[src/design/crm_pkg.sv]
// Shared types and constants for the chunked raw moments block.
package crm_pkg;

   localparam int IN_W       = 12;
   localparam int SUM_W      = 58;
   localparam int VAL_W      = 46;
   localparam int CNT_W      = 16;
   localparam int LEN_W      = 13;
   localparam int SKIP_W     = 16;
   localparam int MASK_W     = 4;
   localparam int ORD_W      = 3;
   localparam int POS_W      = 17;
   localparam int CSR_IDX_W  = 2;
   localparam int CSR_DATA_W = 16;

   localparam logic [CSR_IDX_W-1:0] CSR_SKIP_COUNT   = 2'd0;
   localparam logic [CSR_IDX_W-1:0] CSR_CHUNK_LENGTH = 2'd1;
   localparam logic [CSR_IDX_W-1:0] CSR_POWER_MASK   = 2'd2;

   typedef enum logic [2:0] {
      ST_IDLE,
      ST_POWER,
      ST_SEL,
      ST_DIVW,
      ST_EMIT,
      ST_CLEAR
   } state_type;

   typedef struct packed {
      logic load;
      logic acc;
      logic fill_inc;
      logic div_start;
      logic out_load;
      logic chunk_clear;
   } cmd_type;

   typedef struct packed {
      logic skip;
      logic chunk_done;
      logic sel_hit;
      logic div_done;
   } status_type;

endpackage

[src/design/crm_div.sv]
// Iterative signed divider: one quotient bit per cycle, truncating toward zero.
module crm_div (
   input  logic                                clock,
   input  logic                                reset,
   input  logic                                start,
   input  logic signed [crm_pkg::SUM_W-1:0]    dividend,
   input  logic        [crm_pkg::LEN_W-1:0]    divisor,
   output logic                                done,
   output logic        [crm_pkg::VAL_W-1:0]    quotient
);
   import crm_pkg::*;

   localparam int CW = $clog2(SUM_W);

   logic             busy_ff;
   logic             done_ff;
   logic [CW-1:0]    cnt_ff;
   logic [SUM_W-1:0] quo_ff;
   logic [LEN_W-1:0] rem_ff;
   logic [LEN_W-1:0] den_ff;
   logic             neg_ff;
   logic [LEN_W:0]   trial;
   logic             fits;
   logic [LEN_W:0]   diff;
   logic [SUM_W-1:0] signed_quo;

   assign trial = {rem_ff, quo_ff[SUM_W-1]};
   assign fits  = trial >= {1'b0, den_ff};
   assign diff  = trial - {1'b0, den_ff};

   always_ff @(posedge clock) begin
      if (reset) begin
         busy_ff <= 1'b0;
         done_ff <= 1'b0;
      end else begin
         done_ff <= 1'b0;
         if (start) begin
            busy_ff <= 1'b1;
            cnt_ff  <= CW'(SUM_W - 1);
            rem_ff  <= '0;
            den_ff  <= divisor;
            neg_ff  <= dividend[SUM_W-1];
            quo_ff  <= dividend[SUM_W-1] ? (~dividend + 1'b1) : dividend;
         end else if (busy_ff) begin
            rem_ff <= fits ? diff[LEN_W-1:0] : trial[LEN_W-1:0];
            quo_ff <= {quo_ff[SUM_W-2:0], fits};
            cnt_ff <= cnt_ff - 1'b1;
            if (cnt_ff == '0) begin
               busy_ff <= 1'b0;
               done_ff <= 1'b1;
            end
         end
      end
   end

   assign signed_quo = neg_ff ? (~quo_ff + 1'b1) : quo_ff;
   assign quotient   = signed_quo[VAL_W-1:0];
   assign done       = done_ff;

endmodule

[src/design/crm_dp.sv]
// Datapath: configuration, row and chunk counters, power sums and result register.
module crm_dp #(
   parameter int MAX_POWER   = 4,
   parameter int MAX_CHUNK   = 4096,
   parameter int SAMPLE_BITS = 12,
   parameter int KW          = 2
) (
   input  logic                               clock,
   input  logic                               reset,
   input  logic                               csr_we,
   input  logic [crm_pkg::CSR_IDX_W-1:0]      csr_index,
   input  logic [crm_pkg::CSR_DATA_W-1:0]     csr_wdata,
   input  logic [crm_pkg::IN_W-1:0]           req_sample,
   input  logic                               req_row_start,
   input  crm_pkg::cmd_type                   cmd,
   input  logic [KW-1:0]                      k,
   output crm_pkg::status_type                status,
   output logic [crm_pkg::ORD_W-1:0]          rsp_power_order,
   output logic [crm_pkg::VAL_W-1:0]          rsp_moment_value,
   output logic [crm_pkg::CNT_W-1:0]          rsp_chunk_number,
   output logic                               rsp_last
);
   import crm_pkg::*;

   localparam int PW = SAMPLE_BITS * MAX_POWER;

   logic [SKIP_W-1:0]            skip_ff;
   logic [LEN_W-1:0]             len_ff;
   logic [MASK_W-1:0]            mask_ff;
   logic [POS_W-1:0]             pos_ff;
   logic [LEN_W-1:0]             fill_ff;
   logic [CNT_W-1:0]             cnt_ff;
   logic signed [SUM_W-1:0]      sums_ff [MAX_POWER];
   logic signed [SAMPLE_BITS-1:0] x_ff;
   logic signed [PW-1:0]         p_ff;
   logic [ORD_W-1:0]             ord_ff;
   logic [VAL_W-1:0]             val_ff;
   logic [CNT_W-1:0]             num_ff;
   logic                         last_ff;

   logic signed [SAMPLE_BITS-1:0]     x_in;
   logic signed [PW+SAMPLE_BITS-1:0]  prod;
   logic [POS_W-1:0]                  pos_eff;
   logic [LEN_W-1:0]                  len_eff;
   logic [LEN_W-1:0]                  fill_next;
   logic [MAX_POWER-1:0]              mask_used;
   logic [MAX_POWER-1:0]              mask_rest;
   logic                              is_last;
   logic                              div_done;
   logic [VAL_W-1:0]                  quotient;

   assign x_in    = req_sample[SAMPLE_BITS-1:0];
   assign prod    = p_ff * x_ff;
   assign pos_eff = req_row_start ? '0 : pos_ff;

   always_comb begin
      if (len_ff == '0) begin
         len_eff = LEN_W'(1);
      end else if (len_ff > LEN_W'(MAX_CHUNK)) begin
         len_eff = LEN_W'(MAX_CHUNK);
      end else begin
         len_eff = len_ff;
      end
   end

   assign fill_next = fill_ff + 1'b1;
   assign mask_used = mask_ff[MAX_POWER-1:0];
   assign mask_rest = mask_used >> k;
   assign is_last   = (mask_rest >> 1) == '0;

   assign status.skip       = pos_eff < {1'b0, skip_ff};
   assign status.chunk_done = fill_next >= len_eff;
   assign status.sel_hit    = mask_used[k];
   assign status.div_done   = div_done;

   crm_div u_div (
      .clock    (clock),
      .reset    (reset),
      .start    (cmd.div_start),
      .dividend (sums_ff[k]),
      .divisor  (len_eff),
      .done     (div_done),
      .quotient (quotient)
   );

   always_ff @(posedge clock) begin
      if (reset) begin
         skip_ff <= '0;
         len_ff  <= LEN_W'(1);
         mask_ff <= MASK_W'(1);
         pos_ff  <= '0;
         fill_ff <= '0;
         cnt_ff  <= '0;
         for (int i = 0; i < MAX_POWER; i++) begin
            sums_ff[i] <= '0;
         end
      end else begin
         if (csr_we) begin
            unique case (csr_index)
               CSR_SKIP_COUNT:   skip_ff <= csr_wdata[SKIP_W-1:0];
               CSR_CHUNK_LENGTH: len_ff  <= csr_wdata[LEN_W-1:0];
               CSR_POWER_MASK:   mask_ff <= csr_wdata[MASK_W-1:0];
               default: ;
            endcase
         end
         if (cmd.load) begin
            x_ff <= x_in;
            p_ff <= PW'(x_in);
            pos_ff <= status.skip ? (pos_eff + 1'b1) : pos_eff;
            if (req_row_start) begin
               fill_ff <= '0;
               cnt_ff  <= '0;
               for (int i = 0; i < MAX_POWER; i++) begin
                  sums_ff[i] <= '0;
               end
            end
         end
         if (cmd.acc) begin
            sums_ff[k] <= sums_ff[k] + SUM_W'(p_ff);
            p_ff       <= prod[PW-1:0];
         end
         if (cmd.fill_inc) begin
            fill_ff <= fill_next;
         end
         if (cmd.chunk_clear) begin
            fill_ff <= '0;
            if (cnt_ff != '1) begin
               cnt_ff <= cnt_ff + 1'b1;
            end
            for (int i = 0; i < MAX_POWER; i++) begin
               sums_ff[i] <= '0;
            end
         end
      end
   end

   always_ff @(posedge clock) begin
      if (cmd.out_load) begin
         ord_ff  <= ORD_W'(k) + 1'b1;
         val_ff  <= quotient;
         num_ff  <= cnt_ff;
         last_ff <= is_last;
      end
   end

   assign rsp_power_order  = ord_ff;
   assign rsp_moment_value = val_ff;
   assign rsp_chunk_number = num_ff;
   assign rsp_last         = last_ff;

endmodule

[src/design/crm_ctrl.sv]
// Controller: sequences accept, power accumulation, chunk divisions and result delivery.
module crm_ctrl #(
   parameter int MAX_POWER = 4,
   parameter int KW        = 2
) (
   input  logic                 clock,
   input  logic                 reset,
   input  logic                 req_valid,
   input  logic                 rsp_ready,
   input  crm_pkg::status_type  status,
   output logic                 req_ready,
   output logic                 rsp_valid,
   output crm_pkg::cmd_type     cmd,
   output logic [KW-1:0]        k
);
   import crm_pkg::*;

   localparam logic [KW-1:0] KLAST = KW'(MAX_POWER - 1);

   state_type     state_ff, state_in;
   logic [KW-1:0] k_ff, k_in;

   always_ff @(posedge clock) begin
      if (reset) begin
         state_ff <= ST_IDLE;
         k_ff     <= '0;
      end else begin
         state_ff <= state_in;
         k_ff     <= k_in;
      end
   end

   always_comb begin
      state_in  = state_ff;
      k_in      = k_ff;
      cmd       = '0;
      req_ready = 1'b0;
      rsp_valid = 1'b0;
      unique case (state_ff)
         ST_IDLE: begin
            req_ready = 1'b1;
            if (req_valid) begin
               cmd.load = 1'b1;
               k_in     = '0;
               if (!status.skip) begin
                  state_in = ST_POWER;
               end
            end
         end
         ST_POWER: begin
            cmd.acc = 1'b1;
            if (k_ff == KLAST) begin
               cmd.fill_inc = 1'b1;
               k_in         = '0;
               state_in     = status.chunk_done ? ST_SEL : ST_IDLE;
            end else begin
               k_in = k_ff + 1'b1;
            end
         end
         ST_SEL: begin
            if (status.sel_hit) begin
               cmd.div_start = 1'b1;
               state_in      = ST_DIVW;
            end else if (k_ff == KLAST) begin
               state_in = ST_CLEAR;
            end else begin
               k_in = k_ff + 1'b1;
            end
         end
         ST_DIVW: begin
            if (status.div_done) begin
               cmd.out_load = 1'b1;
               state_in     = ST_EMIT;
            end
         end
         ST_EMIT: begin
            rsp_valid = 1'b1;
            if (rsp_ready) begin
               if (k_ff == KLAST) begin
                  state_in = ST_CLEAR;
               end else begin
                  k_in     = k_ff + 1'b1;
                  state_in = ST_SEL;
               end
            end
         end
         ST_CLEAR: begin
            cmd.chunk_clear = 1'b1;
            state_in        = ST_IDLE;
         end
         default: begin
            state_in = ST_IDLE;
         end
      endcase
   end

   assign k = k_ff;

endmodule

[src/design/chunked_raw_moments_core.sv]
// Top level of the chunked raw moments block: controller, datapath and divider.
//
// This block takes one signed sample per request, with a row start flag, skips the first
// skip_count samples of each row and groups later samples into chunks of chunk_length.
// It works on one request at a time. A skipped sample only advances the row position.
// Any other sample is accepted and then stepped through the powers, since a single
// shared multiplier raises the sample to the next power while the previous power is added
// into its exact 58-bit sum. When a chunk completes, each power selected in power_mask is
// divided by the chunk length in a bit-serial divider, and the mean is offered on the
// response channel; the block waits for each response to be taken before starting the
// next division. The ST_CLEAR state then clears the sums. Responses come in rising power
// order, and rsp_last marks the final one of a chunk; an empty mask completes the chunk
// silently. Configuration writes are taken at any time but are meant to be made while
// the block is idle.
module chunked_raw_moments_core #(
   parameter int MAX_POWER   = 4,
   parameter int MAX_CHUNK   = 4096,
   parameter int SAMPLE_BITS = 12
) (
   input  logic                               clock,
   input  logic                               reset,
   input  logic                               csr_we,
   input  logic [crm_pkg::CSR_IDX_W-1:0]      csr_index,
   input  logic [crm_pkg::CSR_DATA_W-1:0]     csr_wdata,
   input  logic                               req_valid,
   output logic                               req_ready,
   input  logic [crm_pkg::IN_W-1:0]           req_sample,
   input  logic                               req_row_start,
   output logic                               rsp_valid,
   input  logic                               rsp_ready,
   output logic [crm_pkg::ORD_W-1:0]          rsp_power_order,
   output logic [crm_pkg::VAL_W-1:0]          rsp_moment_value,
   output logic [crm_pkg::CNT_W-1:0]          rsp_chunk_number,
   output logic                               rsp_last
);
   import crm_pkg::*;

   // The power index needs at least one bit even with a single power.
   localparam int KW = (MAX_POWER > 1) ? $clog2(MAX_POWER) : 1;

   cmd_type       cmd;
   status_type    status;
   logic [KW-1:0] k;

   crm_ctrl #(
      .MAX_POWER (MAX_POWER),
      .KW        (KW)
   ) u_ctrl (
      .clock     (clock),
      .reset     (reset),
      .req_valid (req_valid),
      .rsp_ready (rsp_ready),
      .status    (status),
      .req_ready (req_ready),
      .rsp_valid (rsp_valid),
      .cmd       (cmd),
      .k         (k)
   );

   crm_dp #(
      .MAX_POWER   (MAX_POWER),
      .MAX_CHUNK   (MAX_CHUNK),
      .SAMPLE_BITS (SAMPLE_BITS),
      .KW          (KW)
   ) u_dp (
      .clock            (clock),
      .reset            (reset),
      .csr_we           (csr_we),
      .csr_index        (csr_index),
      .csr_wdata        (csr_wdata),
      .req_sample       (req_sample),
      .req_row_start    (req_row_start),
      .cmd              (cmd),
      .k                (k),
      .status           (status),
      .rsp_power_order  (rsp_power_order),
      .rsp_moment_value (rsp_moment_value),
      .rsp_chunk_number (rsp_chunk_number),
      .rsp_last         (rsp_last)
   );

endmodule

[config.mk]
export PLATFORM = sky130hd
export DESIGN_NAME = chunked_raw_moments_core
export DESIGN_NICKNAME = d
export VERILOG_FILES = /design/src/design/crm_pkg.sv /design/src/design/crm_div.sv /design/src/design/crm_dp.sv /design/src/design/crm_ctrl.sv /design/src/design/chunked_raw_moments_core.sv
export SDC_FILE = /design/constraint.sdc
export NUM_CORES = 2
export LEC_CHECK = 0
export BUFFER_PORTS_ARGS = -buffer_cell sky130_fd_sc_hd__buf_2
export CORE_MARGIN = 5
export CORE_UTILIZATION = 63
export DETAILED_ROUTE_END_ITERATION = 8
export PLACE_DENSITY = 0.8
export SYNTH_ARGS = -nofsm -noshare
export SYNTH_HDL_FRONTEND = slang
export SYNTH_SLANG_ARGS = --single-unit
[constraint.sdc]
create_clock -name clock -period 7 [get_ports clock]
set_input_delay 1.05 -clock clock [delete_from_list [all_inputs] [get_ports clock]]
set_output_delay 1.05 -clock clock [all_outputs]
set_load 0.01 [all_outputs]
; ---- Word level (Yosys, flattened, before mapping)
; Memories as Yosys holds them, arrays and structs flattened. A register that Yosys moved wholly into a read port is not among the register bits.
; Index checks and enable logic that the tools add are counted.
[op_classes]
shifts = 1
n_reduce_logical = 23
div_mod_pow = 0
bitwise_logic = 12
mux = 78
n_addsub = 10
mul = 1
n_eq_ne = 16
order_cmp = 5
[op_table]
columns = cell, n
row1 = $mux 58, 12
row2 = $mux 48, 2
row3 = $mux 13, 7
row4 = $mux 16, 4
row5 = $add 58x1->58 const B, 1
row6 = $add 58x48->58, 1
row7 = $not 58->58, 1
row8 = $reduce_or 58->1, 1
row9 = $mul 48x12->48, 1
row10 = $add 46x1->46 const B, 1
row11 = $mux 46, 1
row12 = $not 46->46, 1
row13 = $mux 17, 2
row14 = $mux 1, 28
row15 = $mux 3, 8
row16 = $mux 2, 10
row17 = $add 17x1->17 const B, 1
row18 = $lt 17x16->1, 1
row19 = $add 16x1->16 const B, 1
row20 = $ne 16x16->1 const B, 1
row21 = $reduce_and 2->1, 8
row22 = $pmux 3 s5, 1
row23 = $ge 14x13->1, 1
row24 = $add 13x1->13 const B, 1
row25 = 32 further kinds, 50
[totals]
romBits = 0
latch_bits = 0
elab_cells = 168
register_bits = 303
input_bits = 36
ram_bits = 232
memories = 1
[mem_list]
columns = memory, words, word_bits, rd, rd_ports_with_merged_regs, wr, line
row1 = u_dp.sums_ff, 4, 58, 1, 1, 4, crm_dp.sv:33  ; logic signed [SUM_W-1:0] sums_ff [MAX_POWER];

; ---- Depth between registers and ports, before layout
[logic_depth]
depth_word = 8
ltp_mapped = 24

; ---- By module
; A second synthesis with hierarchy kept.
[hier_totals]
cells_unflattened = 4612
hier_area_um2 = 44082.3
[by_module_without_submodules]
columns = mod, n_inst, seq_area_each_um2, area_per_inst_um2, cells_per_inst
row1 = crm_dp, 1, 11751.3, 36989.2, 3866
row2 = crm_div, 1, 2772.7, 6620.1, 686
row3 = crm_ctrl, 1, 100.1, 473.0, 60

; ---- Worst setup path before layout
; OpenSTA, ideal clock, no wires.
[synth_path]
path_kind = register -> register
from = register u_dp.x_ff[11]
to = register u_dp.p_ff[43], data pin
path_stages_with_launch = 21
arrival_ns = 6.000
path_slack_ns = 0.728
period_less_slack_ns = 6.272
cell_sequence = edfxtp_1 inv_1 clkbuf_1 nor2_1 fa_1 fa_1 fa_1 fa_1 inv_1 fa_1 inv_1 ha_1 and3_1 a221o_1 a211oi_1 o21ai_0 a21oi_1 o221ai_1 a221oi_1 xor2_1 o21ai_0
[synth_via]
elab_chain_len = 2
[synth_rtl]
columns = element, line
row1 = from (decl), crm_dp.sv:34  ; logic signed [SAMPLE_BITS-1:0] x_ff;
row2 = from (signal assigned), crm_dp.sv:107  ; x_ff <= x_in;
row3 = $mul 48x12->48, crm_dp.sv:53  ; assign prod = p_ff * x_ff;
row4 = $mux 48, crm_dp.sv:118  ; if (cmd.acc) begin
row5 = to (signal assigned), crm_dp.sv:108  ; p_ff <= PW'(x_in);
row6 = to (signal assigned), crm_dp.sv:120  ; p_ff <= prod[PW-1:0];
row7 = to (decl), crm_dp.sv:35  ; logic signed [PW-1:0] p_ff;
; Every way passes these cells.
; A chain may end at the register's enable or synchronous reset.

; ---- Final worst setup path
[layout_path]
from = register u_dp.p_ff[6]
to = register u_dp.p_ff[43], data pin
[layout_via]
elab_chain_len = 2
[layout_rtl]
columns = element, line
row1 = $mul 48x12->48, crm_dp.sv:53
row2 = $mux 48, crm_dp.sv:118
; Every way passes these cells.

==> results.md <==
Layout
- ant diodes: 0
- post-route standard cell area excluding fillers: 47890 µm²
- number of non-filler instances in the completed layout: 5584
- commonest cells after routing, fill and taps aside: nand2_1 (676), inv_1 (578), edfxtp_1 (449), nor2_1 (405), fa_1 (402)
- commonest non-fill, non-tap cell in the layout: nand2_1
- area growth from synthesis to layout: 8.174%
- layout cells sized above 1: 0.08893
- total number of nets in the final design: 5247

Yosys
- flip-flop cell with the highest count after synthesis: edfxtp_1
- Avg Synthesized Cell Area: 9.687 µm²
- Synth warnings: 0
- Syn Inst Count: 4570
- EDFF count, synth: 449
- synthesized net count: 5222
- flip-flop and latch count after synthesis: 537
- count of cell types in the netlist: 86
- mapped cell area: 44270 µm²
- share of synthesized registers carrying an async set or reset: 0
- sequential-to-total area share from yosys stat: 0.3444

Floorplanning
- standard cell core area: 69910 µm²
- total I/O pin count: 104
- placement row count: 97
- die span in x: 275.1 µm
- area of the die: 75670 µm²
- vertical die dimension: 275.1 µm
- effective utilization at floorplan: 0.6332

Setup path
- Top delay family on crit path: adder cells
- Crit path arrival time: 7010 ps
- category of the worst setup path capture point: flip-flop
- Crit path buffers/inverters: 5
- Startpoint Class: flip-flop
- top fanout value on the critical path: 13
- Critical-path top delay cell: edfxtp_1
- library cell appearing most often on the critical path: fa_1
- crit path cell chain: nand2_1 -> fa_1 -> inv_1 -> fa_1 -> fa_1 -> fa_1 -> inv_1 -> fa_1 -> inv_1 -> ha_1 -> a21o_1 -> a221o_1 -> a211oi_1 -> o21ai_0 -> a21oi_1 -> buf_4 -> o221ai_1 -> a221oi_1 -> buf_4 -> xor2_1 -> o21ai_0
- Worst Setup Path Type: flip-flop to flip-flop
- CP Data Required Time: 7300 ps
- max incr delay on CP: 780 ps

Status
- run status: finished, final reports clean

Placed design
- count of input and output buffers: 103
- half-perimeter wire length of the detailed placement result: 83470 µm
- pre-CTS setup slack: 235.9 ps
- cell area after placement: 45720 µm²
- Placed Cells incl. Taps: 5450
- routability congestion estimate: 0.9661

Route
- violation count after the first detailed-routing iteration: 3216
- Initial DRT Pass Iterations: 6
- WL/cell: 20.63 µm
- routed via count: 33910
- Final ANT Viol Nets: 0
- via/cell ratio: 6.072
- routed wire length: 115200 µm
- post-detailed-route DRC marker count: 0

CTS
- Max H-tree Level: 2
- CTS clock-pin slew for the worst setup and hold paths: 60 ps
- number of buffers created by CTS: 57
- clock root buffer master: clkbuf_16
- Longest Clk Path Bufs: 3
- source-to-sink clock delay at the later pin of the worst-skew pair: 650 ps
- TritonCTS clock tree: done
- count of clock tree sinks: 537

GRT
- largest net degree at the start of global routing: 112
- total overflow reported by the global router: 0
- first-pass GRT wire length: 183400 µm
- antenna violations before repair: 3
- vias in the first global route: 34100
- global router's overall resource usage: 0.3068

STA
- Final Worst Setup Slack: 292.0 ps
- unrepaired setup endpoints after global routing: false
- endpoints failing setup: 0
- fraction of the cycle the final worst path needs: 0.9583
- number of pins exceeding their max-slew limit in the final report: 0
- Setup TNS: 0 ps
- Final Hold Violating Endpoints: 0
- transition at the pin with the smallest max-transition slack: 1369 ps
- worst clock skew: 39.12 ps
- Fmax: 0.1491 GHz
- shortest period the worst path allows: 6708 ps
- Worst slew margin: 0.08489

Flow run
- max-cap viol count: 0

Worst hold path
- worst hold path class: flip-flop to flip-flop

logic make-up after synthesis:
kind of cell | Yosys count | synth area share
and+or+nand+nor | 1549 | 0.1580
buffers and inverters | 822 | 0.07066
AOI/OAI and AO/OA | 733 | 0.1033
adders and majority gates | 616 | 0.2423
DFF | 537 | 0.3444
xor gates and xnor gates | 222 | 0.04392
muxes | 91 | 0.03742
cells in the mapped netlist, drive strengths merged, types with 35 or more instances:
master,count,area (µm²)
clkbuf,219,822.0
mux4,58,1314
o21ai,233,1166
inv,579,2173
a21oi,207,1036
edfxtp,449,13480
xnor2,146,1279
nand3,64,320.3
fa,402,8048
ha,214,2678
xor2,76,665.6
nand2,681,2556
nor2,408,1531
a21o,71,533.0
and2,126,788.3
and3,35,219.0
dfxtp,88,1762
sequential cells by signal (all words and copies together), names as in the netlist, 2 cells and up, named ones only:
name                   count
u_dp.pos_ff               17
u_dp.x_ff                 12
u_dp.len_ff               13
u_dp.u_div.cnt_ff          6
u_dp.mask_ff               4
u_ctrl.k                   2
u_dp.cnt_ff               16
u_dp.u_div.rem_ff         13
u_dp.p_ff                 48
u_dp.sums_ff             232
u_dp.rsp_power_order       3
u_ctrl.state_ff            3
u_dp.u_div.quo_ff         58
u_dp.fill_ff              13
u_dp.skip_ff              16
u_dp.u_div.den_ff         13
u_dp.rsp_chunk_number     16
u_dp.rsp_moment_value     46
layout make-up:
| cell class | instances | area (µm²) |
|---|---|---|
| multi-input cells | 3211 | 25980 |
| inverters | 580 | 2177 |
| clock buffers | 74 | 1575 |
| flip-flops and latches | 537 | 15250 |
| clock inverters | 34 | 359.1 |
| repair buffers | 208 | 1370 |
| fillers | 5273 | 22020 |
| well taps | 940 | 1176 |
per-stage QoR:
| step | util | hold slack (ps) |
|---|---|---|
| floorplan | - | 408.2 |
| global placement | 0.6539 | 439.7 |
| detailed placement | 0.6539 | 426.6 |
| CTS | 0.6816 | 452.6 |
| global route | 0.6850 | 475.7 |
| finish | 0.6850 | 448.1 |
routing by layer:
layer / global-route usage / vias to the layer above / part of all wire
met5: 0 / - / 0
met4: 0.1144 / 0 / 0.044
met3: 0.05896 / 328 / 0.10
met2: 0.4920 / 1738 / 0.46
met1: 0.4210 / 16510 / 0.39
li1: - / 15340 / -
path summary, 6_finish.rpt:
path / end / slack [ps] / start / depth (start not counted)
max: u_dp.p_ff[43]$_DFFE_PP_ / 290 / u_dp.p_ff[6]$_DFFE_PP_ / 21
min: u_dp.rsp_chunk_number[14]$_DFFE_PP_ / 450 / u_dp.cnt_ff[14]$_SDFF_PP0_ / 0
max reg2reg: u_dp.p_ff[43]$_DFFE_PP_ / 290 / u_dp.p_ff[6]$_DFFE_PP_ / 21
min reg2reg: u_dp.rsp_chunk_number[14]$_DFFE_PP_ / 450 / u_dp.cnt_ff[14]$_SDFF_PP0_ / 0
repair_timing:
| item | in CTS | in global routing |
|---|---|---|
| buffers inserted | 0 | 26 |
| resized for setup | 0 | 1 |
| setup endpoints to repair | 0 | 6 |
| hold buffers | 0 | 0 |
Power is not shown: default switching activity piles up to over one toggle a cycle in this logic, so the estimate is an artifact.
